$ cat config.mk
export PLATFORM = sky130hd
export DESIGN_NAME = segment_rect_intersection
export DESIGN_NICKNAME = d
export VERILOG_FILES = /design/src/hw/rtl/sri_pkg.sv /design/src/hw/rtl/segment_rect_intersection.sv /design/src/hw/rtl/sri_corner_prod.sv /design/src/hw/rtl/sri_cross_sign.sv
export VERILOG_INCLUDE_DIRS = /design/src /design/src/hw/rtl
export SDC_FILE = /design/constraint.sdc
export NUM_CORES = 2
export LEC_CHECK = 0
export BUFFER_PORTS_ARGS = -buffer_cell sky130_fd_sc_hd__buf_4
export CAP_MARGIN = 20
export CORE_MARGIN = 2
export CORE_UTILIZATION = 55
export DETAILED_ROUTE_END_ITERATION = 16
export PLACE_DENSITY_LB_ADDON = 0.12
export SLEW_MARGIN = 20
export SYNTH_ARGS = -nofsm -noshare
export SYNTH_HDL_FRONTEND = slang
export SYNTH_HIERARCHICAL = 1
export SYNTH_SLANG_ARGS = --single-unit
$ cat constraint.sdc
create_clock -name clk -period 48.3 [get_ports clk]
set_input_delay 14.49 -clock clk [delete_from_list [all_inputs] [get_ports clk]]
set_output_delay 14.49 -clock clk [all_outputs]
set_load 0.05 [all_outputs]
$ cat src/hw/rtl/segment_rect_intersection_macros.svh
// ---------------------------------------------------------------------------
// segment_rect_intersection assertion macros
// Concurrent check wrappers, clocked on clk and disabled while arst_n is low.
// ---------------------------------------------------------------------------
`ifndef SEGMENT_RECT_INTERSECTION_MACROS_SVH
`define SEGMENT_RECT_INTERSECTION_MACROS_SVH

`ifndef SYNTH
// same-cycle implication
`define SRI_ASSERT_NOW(lbl, ante, cons, msg) \
	lbl: assert property (@(posedge clk) disable iff (!arst_n) (ante) |-> (cons)) \
		else $error(msg);
// next-cycle implication
`define SRI_ASSERT_NEXT(lbl, ante, cons, msg) \
	lbl: assert property (@(posedge clk) disable iff (!arst_n) (ante) |=> (cons)) \
		else $error(msg);
`else
`define SRI_ASSERT_NOW(lbl, ante, cons, msg)
`define SRI_ASSERT_NEXT(lbl, ante, cons, msg)
`endif

`endif

$ cat src/hw/rtl/sri_pkg.sv
// ---------------------------------------------------------------------------
// sri_pkg
// Shared types and helpers for the segment / rectangle hit test.
// ---------------------------------------------------------------------------
`default_nettype none

package sri_pkg;

	// sign of a cross product; both low means zero
	typedef struct packed {
		logic neg;
		logic pos;
	} sgn_t;

	// rectangle corner slots
	localparam int unsigned NUM_CORNERS = 4;
	localparam logic [1:0] CRN_TL = 2'd0;
	localparam logic [1:0] CRN_TR = 2'd1;
	localparam logic [1:0] CRN_BL = 2'd2;
	localparam logic [1:0] CRN_BR = 2'd3;

	// strictly opposite, nonzero signs
	function automatic logic opposite(sgn_t a, sgn_t b);
		return (a.pos && b.neg) || (a.neg && b.pos);
	endfunction

endpackage

`default_nettype wire

$ cat src/hw/rtl/segment_rect_intersection.sv
// An accepted input word moves through the input, product and result registers in turn;
// its hit word is on the output while the result register holds it.
// Throughput: one word per cycle while no hit word is held; three pipeline registers.
// A held hit word freezes the whole pipe: in_stall is high while out_valid and out_stall are.
// Reset clears the valid bits only; payload registers are not reset.
// ---------------------------------------------------------------------------
// segment_rect_intersection
// Segment versus closed axis-aligned rectangle hit test, fully pipelined.
// ---------------------------------------------------------------------------
`default_nettype none

`include "segment_rect_intersection_macros.svh"

module segment_rect_intersection #(
	parameter int unsigned COORD_WIDTH = 16
) (
	input  wire logic                          clk,
	input  wire logic                          arst_n,

	input  wire logic                          in_valid,
	output      logic                          in_stall,
	input  wire logic signed [COORD_WIDTH-1:0] start_x,
	input  wire logic signed [COORD_WIDTH-1:0] start_y,
	input  wire logic signed [COORD_WIDTH-1:0] end_x,
	input  wire logic signed [COORD_WIDTH-1:0] end_y,
	input  wire logic signed [COORD_WIDTH-1:0] box_x,
	input  wire logic signed [COORD_WIDTH-1:0] box_y,
	input  wire logic [COORD_WIDTH-2:0]        box_width,
	input  wire logic [COORD_WIDTH-2:0]        box_height,

	output      logic                          out_valid,
	input  wire logic                          out_stall,
	output      logic                          hit
);

	localparam int unsigned W  = COORD_WIDTH;
	localparam int unsigned RW = W + 2;        // corner minus endpoint
	localparam int unsigned PW = 2*W + 3;      // one product term

	// the pipe moves as a whole unless the result word is held
	logic advance;
	assign advance  = !(out_valid && out_stall);
	assign in_stall = !advance;

	// ---------------- stage 1: input register ----------------
	logic                valid_s1;
	logic signed [W-1:0] px_s1, py_s1, qx_s1, qy_s1, x0_s1, y0_s1;
	logic [W-2:0]        bw_s1, bh_s1;

	always_ff @(posedge clk or negedge arst_n) begin
		if (!arst_n) begin
			valid_s1 <= 1'b0;
		end else if (advance) begin
			valid_s1 <= in_valid;
		end
	end

	always_ff @(posedge clk) begin
		if (advance) begin
			px_s1 <= start_x;
			py_s1 <= start_y;
			qx_s1 <= end_x;
			qy_s1 <= end_y;
			x0_s1 <= box_x;
			y0_s1 <= box_y;
			bw_s1 <= box_width;
			bh_s1 <= box_height;
		end
	end

	// ---------------- stage 1 logic: corners, boxes, products ----------------
	// strict straddle of a level c by the pair (a, b)
	function automatic logic straddle(logic signed [W:0] a, logic signed [W:0] b,
		logic signed [W:0] c);
		return (a < c && b > c) || (a > c && b < c);
	endfunction

	logic signed [W:0]   px_e, py_e, qx_e, qy_e, x0_e, y0_e, x1_c, y1_c;
	logic signed [W-1:0] mnx, mxx, mny, mxy;
	logic signed [W:0]   dx_c, dy_c;
	logic                miss_c, inside_c, top_c, bot_c, left_c, right_c;
	logic signed [W:0]   cx [sri_pkg::NUM_CORNERS];
	logic signed [W:0]   cy [sri_pkg::NUM_CORNERS];
	logic signed [RW-1:0] rx [sri_pkg::NUM_CORNERS];
	logic signed [RW-1:0] ry [sri_pkg::NUM_CORNERS];
	logic signed [PW-1:0] pa_c [sri_pkg::NUM_CORNERS];
	logic signed [PW-1:0] pb_c [sri_pkg::NUM_CORNERS];

	assign px_e = (W+1)'(px_s1);
	assign py_e = (W+1)'(py_s1);
	assign qx_e = (W+1)'(qx_s1);
	assign qy_e = (W+1)'(qy_s1);
	assign x0_e = (W+1)'(x0_s1);
	assign y0_e = (W+1)'(y0_s1);
	// far corner never wraps: one extra bit
	assign x1_c = x0_e + $signed({2'b00, bw_s1});
	assign y1_c = y0_e + $signed({2'b00, bh_s1});

	assign mnx = (px_s1 < qx_s1) ? px_s1 : qx_s1;
	assign mxx = (px_s1 < qx_s1) ? qx_s1 : px_s1;
	assign mny = (py_s1 < qy_s1) ? py_s1 : qy_s1;
	assign mxy = (py_s1 < qy_s1) ? qy_s1 : py_s1;

	// bounding boxes apart
	assign miss_c = ((W+1)'(mxx) < x0_e) || ((W+1)'(mnx) > x1_c) ||
	                ((W+1)'(mxy) < y0_e) || ((W+1)'(mny) > y1_c);

	// either endpoint in the closed rectangle
	assign inside_c = (px_e >= x0_e && px_e <= x1_c && py_e >= y0_e && py_e <= y1_c) ||
	                  (qx_e >= x0_e && qx_e <= x1_c && qy_e >= y0_e && qy_e <= y1_c);

	// Side half of each proper-crossing test. A side's own cross products reduce
	// to side length times endpoint offset, so only signs matter; a zero-length
	// side never crosses.
	assign top_c   = (bw_s1 != '0) && straddle(py_e, qy_e, y0_e);
	assign bot_c   = (bw_s1 != '0) && straddle(py_e, qy_e, y1_c);
	assign left_c  = (bh_s1 != '0) && straddle(px_e, qx_e, x0_e);
	assign right_c = (bh_s1 != '0) && straddle(px_e, qx_e, x1_c);

	// segment direction
	assign dx_c = qx_e - px_e;
	assign dy_c = qy_e - py_e;

	assign cx[sri_pkg::CRN_TL] = x0_e;
	assign cy[sri_pkg::CRN_TL] = y0_e;
	assign cx[sri_pkg::CRN_TR] = x1_c;
	assign cy[sri_pkg::CRN_TR] = y0_e;
	assign cx[sri_pkg::CRN_BL] = x0_e;
	assign cy[sri_pkg::CRN_BL] = y1_c;
	assign cx[sri_pkg::CRN_BR] = x1_c;
	assign cy[sri_pkg::CRN_BR] = y1_c;

	// segment half: cross of (q-p) with (corner-p), one unit per corner
	for (genvar i = 0; i < sri_pkg::NUM_CORNERS; i++) begin : g_corner
		assign rx[i] = RW'(cx[i]) - RW'(px_s1);
		assign ry[i] = RW'(cy[i]) - RW'(py_s1);

		sri_corner_prod #(
			.W (W)
		) u_prod (
			.dx     (dx_c),
			.dy     (dy_c),
			.rx     (rx[i]),
			.ry     (ry[i]),
			.prod_a (pa_c[i]),
			.prod_b (pb_c[i])
		);
	end

	// ---------------- stage 2: product register ----------------
	logic                 valid_s2;
	logic                 miss_s2, inside_s2, top_s2, bot_s2, left_s2, right_s2;
	logic signed [PW-1:0] pa_s2 [sri_pkg::NUM_CORNERS];
	logic signed [PW-1:0] pb_s2 [sri_pkg::NUM_CORNERS];

	always_ff @(posedge clk or negedge arst_n) begin
		if (!arst_n) begin
			valid_s2 <= 1'b0;
		end else if (advance) begin
			valid_s2 <= valid_s1;
		end
	end

	always_ff @(posedge clk) begin
		if (advance) begin
			miss_s2   <= miss_c;
			inside_s2 <= inside_c;
			top_s2    <= top_c;
			bot_s2    <= bot_c;
			left_s2   <= left_c;
			right_s2  <= right_c;
			pa_s2     <= pa_c;
			pb_s2     <= pb_c;
		end
	end

	// ---------------- stage 2 logic: signs and hit ----------------
	sri_pkg::sgn_t sg [sri_pkg::NUM_CORNERS];
	logic          hit_c;

	for (genvar i = 0; i < sri_pkg::NUM_CORNERS; i++) begin : g_sign
		sri_cross_sign #(
			.W (W)
		) u_sign (
			.prod_a (pa_s2[i]),
			.prod_b (pb_s2[i]),
			.sgn    (sg[i])
		);
	end

	assign hit_c = !miss_s2 && (inside_s2 ||
		(top_s2   && sri_pkg::opposite(sg[sri_pkg::CRN_TL], sg[sri_pkg::CRN_TR])) ||
		(bot_s2   && sri_pkg::opposite(sg[sri_pkg::CRN_BL], sg[sri_pkg::CRN_BR])) ||
		(left_s2  && sri_pkg::opposite(sg[sri_pkg::CRN_TL], sg[sri_pkg::CRN_BL])) ||
		(right_s2 && sri_pkg::opposite(sg[sri_pkg::CRN_TR], sg[sri_pkg::CRN_BR])));

	// ---------------- stage 3: result register ----------------
	logic valid_s3;
	logic hit_s3;

	always_ff @(posedge clk or negedge arst_n) begin
		if (!arst_n) begin
			valid_s3 <= 1'b0;
		end else if (advance) begin
			valid_s3 <= valid_s2;
		end
	end

	always_ff @(posedge clk) begin
		if (advance) begin
			hit_s3 <= hit_c;
		end
	end

	assign out_valid = valid_s3;
	assign hit       = hit_s3;

	// ---------------- checks ----------------
	`SRI_ASSERT_NEXT(a_fill, valid_s1 && advance, valid_s2, "stage 2 lost a word")
	`SRI_ASSERT_NOW(a_miss, valid_s2 && miss_s2, !hit_c, "hit with disjoint boxes")
	`SRI_ASSERT_NEXT(a_inside, valid_s2 && inside_s2 && !miss_s2 && advance, hit_s3,
		"endpoint inside but no hit")

endmodule

`default_nettype wire

$ cat src/hw/rtl/sri_corner_prod.sv
// ---------------------------------------------------------------------------
// sri_corner_prod
// Two products of the segment cross test against one rectangle corner.
// ---------------------------------------------------------------------------
`default_nettype none

module sri_corner_prod #(
	parameter int unsigned W = 16
) (
	input  wire logic signed [W:0]       dx,
	input  wire logic signed [W:0]       dy,
	input  wire logic signed [W+1:0]     rx,
	input  wire logic signed [W+1:0]     ry,
	output      logic signed [2*W+2:0]   prod_a,
	output      logic signed [2*W+2:0]   prod_b
);

	localparam int unsigned PW = 2*W + 3;

	// (q-p).x * (c-p).y and (q-p).y * (c-p).x
	assign prod_a = PW'(dx) * PW'(ry);
	assign prod_b = PW'(dy) * PW'(rx);

endmodule

`default_nettype wire

$ cat src/hw/rtl/sri_cross_sign.sv
// ---------------------------------------------------------------------------
// sri_cross_sign
// Sign of the difference of two registered products.
// ---------------------------------------------------------------------------
`default_nettype none

module sri_cross_sign #(
	parameter int unsigned W = 16
) (
	input  wire logic signed [2*W+2:0] prod_a,
	input  wire logic signed [2*W+2:0] prod_b,
	output      sri_pkg::sgn_t         sgn
);

	localparam int unsigned DW = 2*W + 4;

	logic signed [DW-1:0] diff;

	assign diff    = DW'(prod_a) - DW'(prod_b);
	assign sgn.neg = diff[DW-1];
	assign sgn.pos = !diff[DW-1] && (diff != '0);

endmodule

`default_nettype wire

==> qor.csv <==
metric,value,unit
"commonest non-fill, non-tap cell in the layout",inv_1,
post-cts sizing count,0,
max-slew violation count,0,
grt ovf,0,
Vias,94100,
Mapped Cells,13500,
WL per Instance,22.4,µm
RSZ-0062 raised after global routing,no,
Setup TNS,0,ns
Synth Register Bits,416,
CP endpoint kind,output port,
Core Area,225000,µm²
number of global-route vias before repair,101000,
# fillers,19900,
Initial Util,0.554,
"Reg clk slew, reported paths",0.07,ns
antenna violations before repair,22,
die width,480,µm
full die area,231000,µm²
Tcrit/Tclk final,0.615,
final setup fails,0,
CTS Hold Bufs,0,
outcome,finished clean,
area of the multi-input gates,100000,µm²
Post-synth EDFFs,413,
Final GP Congestion,0.977,
minimum clock period,29.72,ns
clock sink total,416,
hpwl dp,293000,µm
critical path data arrival time,15.23,ns
Final WS setup,18.58,ns
IO Pins,133,
pin count of the biggest net entering global routing,167,
Synth Warn #,6,
"Seq/Total Area, Yosys",0.100,
clk root buf,clkbuf_16,
syn_nets,17200,
worst slew pin tran,1.16,ns
hold slack,0.470,ns
"antenna viol nets, final",0,
row cnt,174,
Critical Path RT,33.81,ns
fmax,33.6,MHz
Yosys cell types,118,
post-synthesis cell area,125000,µm²
syn_area_per_cell,9.25,µm²
WL final,369000,µm
Crit Path Category,input port to output port,
ratio of cells with drive above 1 in the final layout,0.0476,
Hold WC Path Type,register to register,
endpoints failing hold,0,
Die Span Y,480,µm
P&R area growth vs syn,5.65,%
Clock Path Buffers,3,
drt first pass iters,5,
Worst setup SP type,input port,
post-CTS setup buffers,0,
most frequent cells in the layout,"inv_1 (3060), fa_1 (2500), nand2_1 (1390), and2_1 (1251), ha_1 (1100)",
commonest register cell after synthesis,edfxtp_1,
Hold Crit Start,valid_s2,
vias per inst,5.72,
nets@finish,17100,
GRT Total Usage,0.329,
Async SR Flop Fraction,0.00721,
CTS tree,yes,
dpl ws,18.54,ns
Max-Cap Viols,0,
first-pass GRT wire length,582000,µm
First DRT Iteration DRCs,6466,
Max-Slew Margin vs Limit,0.220,
worst-skew pair later-pin latency,0.74,ns
CTS Buf Count,55,
CP Max Fanout,23,
Setup Skew,0.0520,ns
htree depth,2,
DRC viols,0,
worst setup path start,out_stall,
register area,12500,µm²
worst reg2reg path startpoint,qx_s1[0],
Buffers on Ports,132,
logic make-up after synthesis:
group                      synth area share
and+or+nand+nor                       0.158
muxes                               0.00473
xor gates and xnor gates             0.0314
AOI/OAI and AO/OA                    0.0896
adders and majority gates             0.511
buffers and inverters                 0.105
DFF                                   0.100
Yosys cell counts (52+ instances only):
cell type	instances	area (µm²)
a211oi_1	52	390
a21o_1	185	1390
a21oi_1	413	2070
a31oi_1	60	375
and2_1	1251	7830
and3_1	58	363
clkbuf_1	401	1510
edfxtp_1	413	12400
fa_1	2500	50000
ha_1	1100	13800
inv_1	3065	11500
nand2_1	1392	5230
nand2b_1	114	713
nand3_1	128	641
nand4_1	93	582
nor2_1	424	1590
nor2b_1	80	500
nor3_1	122	611
o21a_1	113	848
o21ai_0	258	1290
o21bai_1	61	458
or3_1	57	357
xnor2_1	353	3090
xor2_1	94	823
path summary, 6_finish.rpt:
kind | end | slack, ns | cells after the start
setup / recovery | in_stall | 18.58 | 4
hold / removal | out_valid | 0.47 | 1
setup reg to reg | pa_s2[134] | 37.05 | 31
hold reg to reg | out_valid | 0.47 | 1
max in group asynchronous | out_valid | 34.67 | 1
min in group asynchronous | valid_s1 | 13.54 | 1
layer usage:
metal	share of wire	track usage
met1	0.41	0.434
met5	0.00012	0
met2	0.48	0.555
met3	0.067	0.0458
met4	0.041	0.116
registers in the layout (all words and copies together), names as in the netlist, 15 cells and up:
register / cells
bh_s1: 15
bw_s1: 15
pa_s2: 140
pb_s2: 140
px_s1: 16
py_s1: 16
qx_s1: 16
qy_s1: 16
x0_s1: 16
y0_s1: 16
final cells by class:
| class | instances | share of cell area |
|---|---|---|
| Clock buffer | 60 | 0.0106 |
| Antenna cell | 6 | 0.000114 |
| Multi-Input combinational cell | 9586 | 0.759 |
| Sequential cell | 416 | 0.0947 |
| Tap cell | 2992 | 0.0284 |
| Inverter | 3065 | 0.0873 |
| Timing Repair Buffer | 290 | 0.0166 |
| Clock inverter | 40 | 0.00377 |
stage by stage:
stage / area (µm²) / utilization / std cells
after CTS: 132000 / 0.585 / 16400
after floorplan: 125000 / - / 13500
after global placement: 130000 / 0.577 / 16300
final: 132000 / 0.586 / 16500
after global routing: 132000 / 0.586 / 16500
after detailed placement: 130000 / 0.577 / 16300
critical path: stages:
cell     delay, ns
buf_4         0.12
nand2_4       0.26
inv_1         0.13
buf_4         0.22
Power is left out: the tool's default activity adds up to more than one toggle a clock period on the data nets, which glitch-free logic cannot reach.
